<file path="src/sv/vnorm_sqrt.sv">
// Pipelined integer square root: one result bit per stage.
module vnorm_sqrt #(
   parameter int IN_BITS  = 34,
   parameter int TAG_BITS = 8
) (
   input  logic                  clock,
   input  logic                  reset,
   input  logic                  advance,
   input  logic                  in_valid,
   input  logic [IN_BITS-1:0]    in_value,
   input  logic [TAG_BITS-1:0]   in_tag,
   output logic                  out_valid,
   output logic [(IN_BITS+1)/2-1:0] out_root,
   output logic [TAG_BITS-1:0]   out_tag
);
   localparam int RB = (IN_BITS + 1) / 2;
   localparam int VB = 2 * RB;

   logic          valid_ff [RB+1];
   logic [VB-1:0] rem_ff   [RB+1];
   logic [RB-1:0] root_ff  [RB+1];
   logic [TAG_BITS-1:0] tag_ff [RB+1];

   always_comb begin
      valid_ff[0] = in_valid;
      rem_ff[0]   = VB'(in_value);
      root_ff[0]  = '0;
      tag_ff[0]   = in_tag;
   end

   // Stage k decides root bit RB-1-k by trial subtraction of (2r + 2^b) << b.
   for (genvar k = 0; k < RB; k++) begin : g_st
      localparam int B = RB - 1 - k;
      logic [VB-1:0] trial_in;
      logic [VB-1:0] rem_in;
      logic [RB-1:0] root_in;
      logic          valid_reg_ff;
      logic [VB-1:0] rem_reg_ff;
      logic [RB-1:0] root_reg_ff;
      logic [TAG_BITS-1:0] tag_reg_ff;
      always_comb begin
         trial_in = ((VB'(root_ff[k]) << 1) | (VB'(1) << B)) << B;
         rem_in   = rem_ff[k];
         root_in  = root_ff[k];
         if (rem_ff[k] >= trial_in) begin
            rem_in  = rem_ff[k] - trial_in;
            root_in = root_ff[k] | (RB'(1) << B);
         end
      end
      // root_ff holds the bits above B already placed at their weights.
      always_ff @(posedge clock) begin
         if (reset) begin
            valid_reg_ff <= 1'b0;
         end else if (advance) begin
            valid_reg_ff <= valid_ff[k];
         end
         if (advance) begin
            rem_reg_ff  <= rem_in;
            root_reg_ff <= root_in;
            tag_reg_ff  <= tag_ff[k];
         end
      end
      always_comb begin
         valid_ff[k+1] = valid_reg_ff;
         rem_ff[k+1]   = rem_reg_ff;
         root_ff[k+1]  = root_reg_ff;
         tag_ff[k+1]   = tag_reg_ff;
      end
   end

   assign out_valid = valid_ff[RB];
   assign out_root  = root_ff[RB];
   assign out_tag   = tag_ff[RB];
endmodule

</file>
<file path="config.mk">
export PLATFORM = sky130hd
export DESIGN_NAME = vnorm_sqrt
export DESIGN_NICKNAME = d
export VERILOG_FILES = /design/src/sv/vnorm_sqrt.sv
export SDC_FILE = /design/constraint.sdc
export NUM_CORES = 1
export LEC_CHECK = 0
export ABC_AREA = 1
export BUFFER_PORTS_ARGS = -buffer_cell sky130_fd_sc_hd__clkbuf_2
export CAP_MARGIN = 5
export CORE_MARGIN = 2
export CORE_UTILIZATION = 50
export CTS_CLUSTER_SIZE = 24
export DETAILED_ROUTE_END_ITERATION = 7
export HOLD_SLACK_MARGIN = 0.08
export PLACE_DENSITY = 0.63
export SETUP_SLACK_MARGIN = 0.5
export SLEW_MARGIN = 20
export SYNTH_ARGS = -nofsm -noshare
export SYNTH_HDL_FRONTEND = slang
export SYNTH_SLANG_ARGS = --single-unit
</file>
<file path="constraint.sdc">
create_clock -name clock -period 2.6 [get_ports clock]
set_clock_uncertainty 0.15 [all_clocks]
set_input_delay 0.13 -clock clock [delete_from_list [all_inputs] [get_ports clock]]
set_output_delay 0.13 -clock clock [all_outputs]
set_load 0.005 [all_outputs]
</file>
-- After elaboration in Yosys (flattened, before gate mapping)
Index checks and enable logic that the tools add are counted.
- register bits: 986
- bits in latches: 0
- bits in writable memories: 0
- memory bits (read-only): 0
- input bits: 46
- output and inout port bits: 26
- logic and storage cells: 133
- memories kept: 0
- add/subtract/negate cells: 16
- $mul: 0
- div/mod/pow operators: 0
- magnitude comparators: 17
- equality and inequality tests: 0
- shifts and indexed selects: 0
- mux-type cells: 17
- bitwise operators: 0
- reductions and logical operators: 0
- operators by type and width (cell ; count):
    $mux 34 ; 16
    $ge 34x18->1 ; 1
    $ge 34x19->1 ; 1
    $ge 34x20->1 ; 1
    $ge 34x21->1 ; 1
    $ge 34x22->1 ; 1
    $ge 34x23->1 ; 1
    $ge 34x24->1 ; 1
    $ge 34x25->1 ; 1
    $ge 34x26->1 ; 1
    $ge 34x27->1 ; 1
    $ge 34x28->1 ; 1
    $ge 34x29->1 ; 1
    $ge 34x30->1 ; 1
    $ge 34x31->1 ; 1
    $ge 34x32->1 ; 1
    $ge 34x33->1 ; 1
    $ge 34x33->1 const B ; 1
    $sub 34x19->34 ; 1
    $sub 34x20->34 ; 1
    $sub 34x21->34 ; 1
    $sub 34x22->34 ; 1
    $sub 34x23->34 ; 1
    $sub 34x24->34 ; 1
    other kinds (11) ; 11

-- Logic depth before layout (Yosys ltp)
- depth in word-level cells: 2
- mapped depth: 16
- gate-level depth less buffers: 15

-- Worst setup path after synthesis
OpenSTA, ideal clock, no wires.
- kind: reg2reg
- start: reg g_st[4].rem_reg_ff[25]
- end: reg g_st[5].rem_reg_ff[26], data pin
- setup time: 0.253 ns
- arrival time: 1.790 ns
- data required time: 2.197 ns
- slack: 0.407 ns
- cell stages (with the launch flop): 9
- path through: edfxtp_1 ha_1 a21oi_2 o21ai_1 a211oi_2 nand2_2 buf_4 nand2_1 nand2_1
- longest elaborated chain between the ends: 2
- elaborated cells on any way between the ends: 3
- RTL lines (what ; RTL line ; text):
    from (decl) ; 38 ; logic [VB-1:0] rem_reg_ff;
    from (signal assigned) ; 58 ; rem_reg_ff <= rem_in;
    $sub 34x29->34 / $ge 34x29->1 (equally long branches) ; 46, 45 ;
    $mux 34 * ; 45 ; if (rem_ff[k] >= trial_in) begin
    via g_st[5].rem_in[26] ; 35 ; logic [VB-1:0] rem_in;
    to (signal assigned) ; 58 ;
    to (decl) ; 38 ;
Mark *: on every way through the listed nets, which the timed path passes. The rest lies on a longest branch.
A chain may end at the register's enable or synchronous reset.

-- Worst setup path in the final report
- start: reg g_st[14].root_reg_ff[6]
- end: reg g_st[15].rem_reg_ff[32], data pin
- longest elaborated chain between the ends: 2
- elaborated cells on any way between the ends: 3
- RTL lines (what ; RTL line ; text):
    from (decl) ; 39 ; logic [RB-1:0] root_reg_ff;
    from (signal assigned) ; 59 ; root_reg_ff <= root_in;
    $sub 34x19->34 / $ge 34x19->1 (equally long branches) ; 46, 45 ;
    $mux 34 * ; 45 ;
    via g_st[15].rem_in[32] ; 35 ;
    to (signal assigned) ; 58 ;
    to (decl) ; 38 ;
Marked as above.

==> impl_metrics.tcl <==
set metrics [dict create \
    status "completed" \
    drtAntennaViolNets 0 \
    critPathArrivalTime_ns 2.62 \
    clkSlewWorstSetupHoldPaths_ns 0.06 \
    grt_max_degree 88 \
    synth_edf_count 833 \
    synth.net_count 4595 \
    vias 33354 \
    clock.fmax_mhz 421 \
    synthDistinctLibCells 47 \
    cts_buffer_depth 3 \
    power_density_mw_per_mm2 733 \
    vias_per_cell 5.24 \
    place_congestion 0.928 \
    synth_commonest_cells "nand2_1, edfxtp_1, inv_1" \
    dpl.hpwl_mm 77.2 \
    fillers 6141 \
    power.total_w 0.0428 \
    yosys_warnings 0 \
    cp.required_ns 2.85 \
    avgSynthCellArea_um2 9.68 \
    grt_setup_unrepaired "true" \
    grt_use_total_pct 24.8 \
    rows 106 \
    cts_inserted_buffers 89 \
    drt_iter0_markers 2407 \
    synth-seq-cells 850 \
    holdCritStartpoint "advance" \
    start_kind "register" \
    setup_viol 0 \
    async_flop_share_pct 0 \
    criticalPathCategory "register to register" \
    coreArea_mm2 0.0838 \
    root_buffer "clkbuf_16" \
    path_max_fanout 7 \
    p_comb_share_pct 26.7 \
    area_growth_pct 37.4 \
    min_path_type "input port to register" \
    cts_num_sinks 850 \
    peakVddDrop_uv 658 \
    diodes 0 \
    period_share_pct 91.3 \
    synth_top_area_cell "edfxtp_1" \
    drive_gt1_share_pct 34.2 \
    yosysMostFrequentCell "nand2_1" \
    port_buffers 71 \
    switching_power_w 0.0132 \
    clkPwrFrac_pct 30.9 \
    critPathCaptureType "register" \
    yosysTopAreaCellShare_pct 58.9 \
    first_global_vias 31094 \
    yosysSeqAreaShare_pct 59.8 \
    ys.flop_type "edfxtp_1" \
    htree_levels 3 \
    ioPinCount 72 \
    p_leak_nw 24.4 \
    synthCells 4383 \
    grt_pass1_wl_mm 167 \
    drv_cap 0 \
    grt.overflow.total 0 \
    seq_power_share_pct 42.4 \
    initial_core_util_pct 50.6 \
    yosys-top-cells-area "edfxtp_1, nand2_1, inv_1" \
    fin_nets 5368 \
    wire_per_inst_um 18.3 \
    die-area_mm2 0.0872 \
    cts_tree "built" \
    clk_latency_ns 0.67 \
    intPower_w 0.0295 \
    min_period_ns 2.37 \
    switching_share_pct 30.9 \
    hold_slack_ns 0.153 \
    crit_start "g_st[14].root_reg_ff[6]$_DFFE_PP_" \
    dieWidth_um 295 \
    maxSlewViolCount 0 \
    hold_viol_final 0 \
    timing.final.ws_setup_ns 0.226 \
    drc 0 \
    r2r-start "g_st[14].root_reg_ff[6]$_DFFE_PP_" \
    timing.slew.headroom_pct 35.7 \
    antenna_found_initial 2 \
    dr.pass1.iters 5 \
    syn-cell-area_mm2 0.0424 \
    die_h_um 295 \
    worst_pin_slew_ns 0.961 \
    place_ws_ns -0.548 \
    drt-total-wl_mm 117 \
]
==> final timing paths <==
path	endpoint	slack, ns	cells past startpoint
setup / recovery	g_st[15].rem_reg_ff[32]$_DFFE_PP_	0.23	16
hold / removal	g_st[9].valid_reg_ff$_SDFFE_PP0P_	0.15	6
setup reg to reg	g_st[15].rem_reg_ff[32]$_DFFE_PP_	0.23	16
hold reg to reg	out_tag[1]$_DFFE_PP_	0.26	0
==> registers in the layout, summed over array words and instances (netlist names) <==
name               cells
g_st.valid_reg_ff     16
g_st.root_reg_ff     136
out_valid              1
out_tag                8
out_root              17
g_st.rem_reg_ff      544
g_st.tag_reg_ff      128
==> critical path: stages, from the launching register on <==
cell      delay [ns]
edfxtp_1        0.40
inv_1           0.17
ha_4            0.25
nand2_2         0.12
inv_1           0.05
nand2_1         0.08
nand2_2         0.07
inv_2           0.06
nand2_2         0.07
nand2_2         0.08
nand2_2         0.08
nand2_4         0.09
nand2_8         0.08
clkinv_8        0.09
buf_12          0.14
buf_6           0.10
a21oi_2         0.03
==> power groups by stage <==
stage / Clock, W / Sequential (W) / Combinational [W]
final: 0.0132 / 0.0181 / 0.0114
after floorplan: 0 / 0.0178 / 0.00522
after CTS: 0.0134 / 0.0180 / 0.00860
after global routing: 0.0140 / 0.0183 / 0.0125
after detailed placement: 0 / 0.0183 / 0.00755
after global placement: 0 / 0.0183 / 0.00750
==> per-stage QoR <==
stage | instances | setup TNS (ns) | cell area, µm² | util [%]
after floorplan | 4383 | 0 | 42800 | -
after global placement | 5740 | -7.29 | 46000 | 54.8
after detailed placement | 5740 | -8.99 | 46000 | 54.8
after CTS | 6117 | 0 | 52500 | 62.6
after global routing | 6364 | 0 | 58300 | 69.6
final | 6364 | 0 | 58300 | 69.6
==> cell families after synthesis <==
group / share of synthesized area, %
XOR/XNOR: 2.62
flip-flops: 59.8
AND/OR/NAND/NOR: 21.5
AO/OA/AOI/OAI: 4.74
adder cells (fa/ha/maj): 4.89
buffers and inverters: 6.50
==> layout make-up <==
cell class | instances | area, µm² | area share (%)
Clock buffer | 104 | 2300 | 3.95
Tap cell | 1134 | 1420 | 2.43
Inverter | 660 | 2550 | 4.37
Multi-Input combinational cell | 2842 | 19500 | 33.5
Sequential cell | 850 | 25400 | 43.5
Timing Repair inverter | 2 | 27.5 | 0.0472
Clock inverter | 61 | 758 | 1.30
Timing Repair Buffer | 711 | 6380 | 10.9
==> timing repair <==
action | CTS | global route
gates cloned | 6 | 19
buffers inserted | 115 | 228
pin swaps | 94 | 277
endpoints found under the hold margin | 379 | 0
gates resized for setup | 335 | 1020
endpoints found under the setup margin | 273 | 284
hold buffers | 91 | 0
==> cells in the final DEF, fill, tap and decap left out, types with 117 or more instances in the layout <==
master and instances:
edfxtp_1 833, buf_4 445, nand3_1 212, ha_4 117, inv_2 126, inv_1 522
nor2_1 303, nand2_1 928, nand2_2 246, nand2_4 117
==> layer usage <==
| layer | routed length, µm | vias to the layer above | track usage (%) |
|---|---|---|---|
| met4 | 3900 | 2 | 8.25 |
| met3 | 5800 | 252 | 3.59 |
| li1 | - | 16143 | - |
| met2 | 57800 | 910 | 42.5 |
| met5 | 16 | - | 0 |
| met1 | 49000 | 16047 | 32.3 |
Note: power is estimated with default switching activity, not from simulation.
