**src/sv/vnorm_div.sv**
```systemverilog
// Pipelined restoring divider: one quotient bit per stage, with saturation.
module vnorm_div #(
   parameter int COMPONENT_BITS = 16,
   parameter int FRACTION_BITS  = 12,
   parameter int DEN_BITS       = 17,
   parameter int TAG_BITS       = 8
) (
   input  logic                       clock,
   input  logic                       reset,
   input  logic                       advance,
   input  logic                       in_valid,
   input  logic [COMPONENT_BITS-1:0]  in_mag,
   input  logic                       in_neg,
   input  logic [DEN_BITS-1:0]        in_den,
   input  logic [TAG_BITS-1:0]        in_tag,
   output logic                       out_valid,
   output logic [COMPONENT_BITS-1:0]  out_value,
   output logic [TAG_BITS-1:0]        out_tag
);
   localparam int NB = COMPONENT_BITS + FRACTION_BITS;
   localparam int RW = DEN_BITS + 1;

   logic                valid_ff [NB+1];
   logic [NB-1:0]       num_ff   [NB+1];
   logic [RW-1:0]       rem_ff   [NB+1];
   logic [DEN_BITS-1:0] den_ff   [NB+1];
   logic                neg_ff   [NB+1];
   logic [TAG_BITS-1:0] tag_ff   [NB+1];

   always_comb begin
      valid_ff[0] = in_valid;
      num_ff[0]   = {in_mag, FRACTION_BITS'(0)};
      rem_ff[0]   = '0;
      den_ff[0]   = in_den;
      neg_ff[0]   = in_neg;
      tag_ff[0]   = in_tag;
   end

   // Numerator shifts left; quotient bits fill its low end.
   for (genvar k = 0; k < NB; k++) begin : g_st
      logic [RW-1:0] shifted;
      logic [RW-1:0] rem_in;
      logic [NB-1:0] num_in;
      logic          valid_reg_ff;
      logic [NB-1:0] num_reg_ff;
      logic [RW-1:0] rem_reg_ff;
      logic [DEN_BITS-1:0] den_reg_ff;
      logic          neg_reg_ff;
      logic [TAG_BITS-1:0] tag_reg_ff;
      always_comb begin
         shifted = {rem_ff[k][RW-2:0], num_ff[k][NB-1]};
         num_in  = {num_ff[k][NB-2:0], 1'b0};
         rem_in  = shifted;
         if (shifted >= RW'(den_ff[k])) begin
            rem_in    = shifted - RW'(den_ff[k]);
            num_in[0] = 1'b1;
         end
      end
      always_ff @(posedge clock) begin
         if (reset) begin
            valid_reg_ff <= 1'b0;
         end else if (advance) begin
            valid_reg_ff <= valid_ff[k];
         end
         if (advance) begin
            num_reg_ff <= num_in;
            rem_reg_ff <= rem_in;
            den_reg_ff <= den_ff[k];
            neg_reg_ff <= neg_ff[k];
            tag_reg_ff <= tag_ff[k];
         end
      end
      always_comb begin
         valid_ff[k+1] = valid_reg_ff;
         num_ff[k+1]   = num_reg_ff;
         rem_ff[k+1]   = rem_reg_ff;
         den_ff[k+1]   = den_reg_ff;
         neg_ff[k+1]   = neg_reg_ff;
         tag_ff[k+1]   = tag_reg_ff;
      end
   end

   localparam logic [NB-1:0] POS_MAX = NB'((64'd1 << (COMPONENT_BITS - 1)) - 64'd1);
   localparam logic [NB-1:0] NEG_MAX = NB'(64'd1 << (COMPONENT_BITS - 1));

   logic [NB-1:0] q;
   logic [NB-1:0] q_sat;
   always_comb begin
      q = num_ff[NB];
      if (neg_ff[NB]) begin
         q_sat = (q > NEG_MAX) ? NEG_MAX : q;
         out_value = COMPONENT_BITS'(NB'(0) - q_sat);
      end else begin
         q_sat = (q > POS_MAX) ? POS_MAX : q;
         out_value = COMPONENT_BITS'(q_sat);
      end
   end
   assign out_valid = valid_ff[NB];
   assign out_tag   = tag_ff[NB];
endmodule

```
**config.mk**
```make
export PLATFORM = sky130hd
export DESIGN_NAME = vnorm_div
export DESIGN_NICKNAME = d
export VERILOG_FILES = /design/src/sv/vnorm_div.sv
export SDC_FILE = /design/constraint.sdc
export NUM_CORES = 2
export LEC_CHECK = 0
export BUFFER_PORTS_ARGS = -buffer_cell sky130_fd_sc_hd__buf_2
export CAP_MARGIN = 20
export CORE_MARGIN = 3
export CORE_UTILIZATION = 30
export CTS_CLUSTER_SIZE = 24
export DETAILED_ROUTE_END_ITERATION = 12
export PLACE_DENSITY_LB_ADDON = 0.2
export SYNTH_ARGS = -nofsm -noshare
export SYNTH_HDL_FRONTEND = slang
export SYNTH_SLANG_ARGS = --single-unit
```
**constraint.sdc**
```tcl
create_clock -name clock -period 8.4 [get_ports clock]
set_input_delay 0.42 -clock clock [delete_from_list [all_inputs] [get_ports clock]]
set_output_delay 0.42 -clock clock [all_outputs]
set_load 0.01 [all_outputs]
```
After elaboration in Yosys (flattened, before gate mapping)
Index checks and enable logic that the tools add are counted.
- add/subtract/negate cells: 28
- magnitude comparators: 30
- multiplexer cells: 58
- operators with widths (cell ; number):
    18-bit by 17-bit >= comparator with 1-bit output ; 27
    17-bit 2-to-1 mux ; 26
    17-bit subtractor ; 26
    16-bit 2-to-1 mux ; 3
    1-bit 2-to-1 mux ; 29
    28-bit by 15-bit > comparator with 1-bit output, second input constant ; 1
    28-bit by 16-bit > comparator with 1-bit output, second input constant ; 1
    1-bit by 17-bit >= comparator with 1-bit output ; 1
    1-bit by 17-bit subtractor with 17-bit output ; 1
    1-bit by 16-bit subtractor with 16-bit output, first input constant ; 1
- flip-flop bits (word level): 1724
- output and inout port bits: 25
- logic and storage cells: 294
- input port bits: 46

Depth between registers and ports, before layout
- depth after elaboration: 4
- gate-level depth with buffers: 13
- depth with buffers taken out: 11

Worst setup path after synthesis
Ideal clock, no wire load.
- kind: reg-to-output
- start: register g_st[27].num_reg_ff[6]
- end: output out_value[4]
- slack: 5.114 ns
- arrival: 2.866 ns
- required time: 7.980 ns
- stages on the path, launching flop included: 14
- buffers on the path: 3
- cells stage by stage: edfxtp_1 or4_1 nor2_1 nand3_1 a21oi_1 clkbuf_1 nand2_1 ha_1 clkbuf_1 buf_1 o21a_1 o21ai_0 nand2_1 a21oi_1
- word-level cells in the longest chain between the ends: 4
- elaborated cells on any way between the ends: 6
- those cells by class: 1 x add/sub; 2 x order compare; 3 x mux
- RTL lines (item ; RTL line ; text):
    start, declared ; 45 ; logic [NB-1:0] num_reg_ff;
    start signal, assigned ; 66 ; num_reg_ff <= num_in;
    28-bit by 16-bit > comparator with 1-bit output ; 91 ; q_sat = (q > NEG_MAX) ? NEG_MAX : q;
    16-bit 2-to-1 mux ; 91 ;
    1-bit by 16-bit subtractor with 16-bit output ; 92 ; out_value = COMPONENT_BITS'(NB'(0) - q_sat);
    16-bit 2-to-1 mux (*) ; 90 ; if (neg_ff[NB]) begin
    end, declared ; 17 ; output logic [COMPONENT_BITS-1:0] out_value,
Every way passes the cells marked *; elsewhere a longest branch is shown, timed or not.

Final worst setup path
- start: register g_st[27].num_reg_ff[6]
- end: output out_value[12]
Same word-level chain as after synthesis.

==> impl_metrics.py <==
metrics = {
    "status": {
        "outcome": "completed",
    },
    "route": {
        "antenna_left": 0,
        "wl_per_cell_um": 16.4,
        "drt_iter0_markers": 2817,
        "wl_um": 160000,
        "routed_via_density": 4.59,
        "vias": 44900,
        "drc": 0,
        "drtPass1Iterations": 5,
    },
    "clock_tree": {
        "cts-root-buf": "clkbuf_16",
        "cts.repair.resized": 0,
        "cts_buffers": 204,
        "path_clk_slew_ns": 0.06,
        "h-tree-depth": 4,
        "cts_tree": "built",
        "cts.sinks": 1724,
        "post-cts-setup-buffer-count": 0,
        "clk_latency_ns": 0.85,
        "postCtsHoldBufs": 44,
        "cts_buffer_depth": 4,
    },
    "timing": {
        "max_freq_mhz": 210,
        "fin_tns_setup_ns": 0,
        "fin_crit_ns": 4.76,
        "worstMarginPinSlew_ns": 1.10,
        "layout_worst_path_cycle_share_pct": 56.7,
        "setup_viol": 0,
        "hold_viol": 0,
        "setup_slack_ns": 3.64,
        "fin_skew_ns": 0.0660,
        "slew_headroom_pct": 27.0,
        "grt_setup_unrepaired": "no",
        "drv_slew": 0,
    },
    "floorplan": {
        "start_util_pct": 30.2,
        "dieArea_um2": 270000,
        "coreArea_um2": 263000,
        "dieWidth_um": 520,
        "rows": 188,
        "boundaryPins": 71,
        "die_h_um": 520,
    },
    "worst_setup_path": {
        "crit_arrival_ns": 4.34,
        "cp-end-kind": "primary output",
        "r2r_end": "g_st[8].rem_reg_ff[8]$_DFFE_PP_",
        "crit_top_cell": "o21ai_0",
        "start_kind": "flip-flop",
        "critPathMaxStageDelay_ns": 0.73,
        "worst-setup-path-type": "reg2out",
        "cpMaxStageDelayCell": "a21oi_1",
        "required_ns": 7.98,
        "path_max_fanout": 17,
        "crit_chain": "or4_1, nor2_1, nand3_1, a21oi_1, nand2_1, ha_1, o21ai_0, o21ai_0, a22oi_1, o22a_1, buf_2",
        "reg2regPathDepth": 9,
        "r2r_slack_ns": 4.69,
        "rr_startpoint": "g_st[7].den_reg_ff[0]$_DFFE_PP_",
    },
    "hold_path": {
        "hold_path_class": "in2reg",
        "min_from": "advance",
        "hold_depth": 1,
        "min_to": "g_st[0].tag_reg_ff[4]$_DFFE_PP_",
    },
    "synth": {
        "synth_cell_types": 85,
        "ys_ff_latch": 1724,
        "async_reset_ff_share_pct": 0,
        "yosysSeqAreaShare_pct": 65.0,
        "postSynthAreaPerCell_um2": 13.6,
        "synthCells": 5838,
        "synth_top_flop_cell": "edfxtp_1",
        "ys_warn_count": 0,
        "synth_fp_nets": 6371,
        "synth_edf_count": 1696,
        "netlist_area_um2": 79200,
    },
    "grt": {
        "antenna_found_initial": 4,
        "grt-ovfl-total": 0,
        "grt_pass1_vias": 45300,
        "grt_max_degree": 173,
        "grt_usage_pct": 11.6,
        "grt_pass1_wl_um": 254000,
    },
    "cells_and_area": {
        "final_common_cell": "edfxtp_1",
        "final_cell_area_um2": 91400,
        "final_cell_mix": "edfxtp_1 (1696), inv_1 (576), ha_1 (461)",
        "final_net_count": 6648,
        "fill_cells": 25500,
        "utilization_pct": 34.8,
        "drive_gt1_share_pct": 10.8,
        "synthToLayoutAreaGrowth_pct": 15.3,
    },
    "placement": {
        "dp.final_hpwl_um": 112000,
        "routabilityCongestion": 0.840,
        "placed_area_um2": 84100,
        "port_buffers": 70,
        "pre_cts_ws_ns": 4.54,
    },
    "pwr": {
        "swShare_pct": 32.3,
        "p_int_mw": 22.3,
        "peakVddDrop_v": 0.000166,
        "pwr-share-comb_pct": 34.3,
        "powerDensity_nw_per_um2": 361,
        "clockPowerShare_pct": 26.7,
        "power.total_mw": 32.9,
        "p_switching_mw": 10.6,
        "p_seq_share_pct": 39.0,
        "leakagePower_nw": 34.8,
    },
    "flow_run": {
        "cap_violations": 0,
    },
}
==> Yosys cell counts, types with 38 or more instances <==
cell	n	area, µm²
a21boi_0	38	285
a21o_1	115	863
a21oi_1	357	1790
clkbuf_1	61	229
edfxtp_1	1696	50900
ha_1	461	5770
inv_1	576	2160
mux2_2	193	2170
mux2i_1	53	531
nand2_1	326	1220
nand2b_1	64	400
nand3_1	77	385
nand4_1	63	394
nor2_1	337	1260
nor2b_1	70	438
nor3_1	93	465
o21a_1	70	526
o21ai_0	276	1380
o31ai_1	52	390
xnor2_1	202	1770
xor2_1	109	955
==> final cells by class <==
class / instances / area [µm²] / share of cell area, %
well taps: 3515 / 4400 / 4.81
flip-flops and latches: 1724 / 51500 / 56.4
repair buffers: 150 / 1240 / 1.36
clock inverters: 133 / 1410 / 1.54
clock buffers: 235 / 5290 / 5.79
multi-input cells: 3458 / 25400 / 27.8
diodes: 2 / 5.00 / 0.00548
inverters: 577 / 2170 / 2.37
==> power by group through the flow <==
stage / clock, mW / combinational (mW) / sequential (mW)
after floorplan: 0 / 8.75 / 12.5
after global placement: 0 / 11.0 / 13.1
after detailed placement: 0 / 11.2 / 13.1
after CTS: 9.19 / 11.3 / 12.9
after global routing: 9.53 / 12.7 / 13.0
final: 8.79 / 11.3 / 12.9
==> worst max-delay path: cells and delay by family (launching register included) <==
| kind | cells | cell delay (ns) |
|---|---|---|
| AND/OR/NAND/NOR | 4 | 1.10 |
| flip-flops | 1 | 0.49 |
| buffers and inverters | 1 | 0.12 |
| AO/OA/AOI/OAI | 5 | 1.40 |
| adder cells (fa/ha/maj) | 1 | 0.42 |
==> flip-flops by register name, summed over array words and instances (netlist names) <==
register / cells
g_st.den_reg_ff: 459
g_st.neg_reg_ff: 28
g_st.num_reg_ff: 526
g_st.rem_reg_ff: 459
g_st.tag_reg_ff: 216
g_st.valid_reg_ff: 27
out_tag: 8
out_valid: 1
==> layer usage <==
layer | vias to the layer above | track usage, % | share of wire (%)
met3 | 307 | 1.89 | 3.6
met5 | - | 0 | 0
met1 | 21600 | 15.3 | 46
li1 | 22300 | - | -
met4 | 0 | 3.92 | 3.1
met2 | 727 | 19.5 | 48
==> stage by stage <==
step / std cells / hold slack, ns
6_report: 9794 / 0.0776
3_3_place_gp: 9376 / 0.400
5_1_grt: 9793 / 0.0598
4_1_cts: 9788 / 0.0696
2_1_floorplan: 5838 / 0.400
3_5_place_dp: 9376 / 0.405
==> cell families after synthesis <==
group / Yosys count / share of synthesized area (%)
fa+ha+maj: 487 / 7.94
compound gates: 1184 / 9.49
xor+xnor: 311 / 3.44
flops: 1724 / 65.0
mux: 253 / 3.54
simple gates: 1223 / 7.46
buf+inv: 656 / 3.15
==> how the worst max path moves through the flow <==
stage                    endpoint  slack, ns                             start
floorplan            out_value[4]       5.11  g_st[27].num_reg_ff[6]$_DFFE_PP_
global placement    out_value[12]       4.41  g_st[27].num_reg_ff[6]$_DFFE_PP_
detailed placement  out_value[10]       4.54  g_st[27].num_reg_ff[6]$_DFFE_PP_
CTS                 out_value[10]       3.61  g_st[27].num_reg_ff[6]$_DFFE_PP_
global route        out_value[10]       3.22  g_st[27].num_reg_ff[6]$_DFFE_PP_
finish              out_value[12]       3.64  g_st[27].num_reg_ff[6]$_DFFE_PP_
Power figures use the tool's default switching activity.
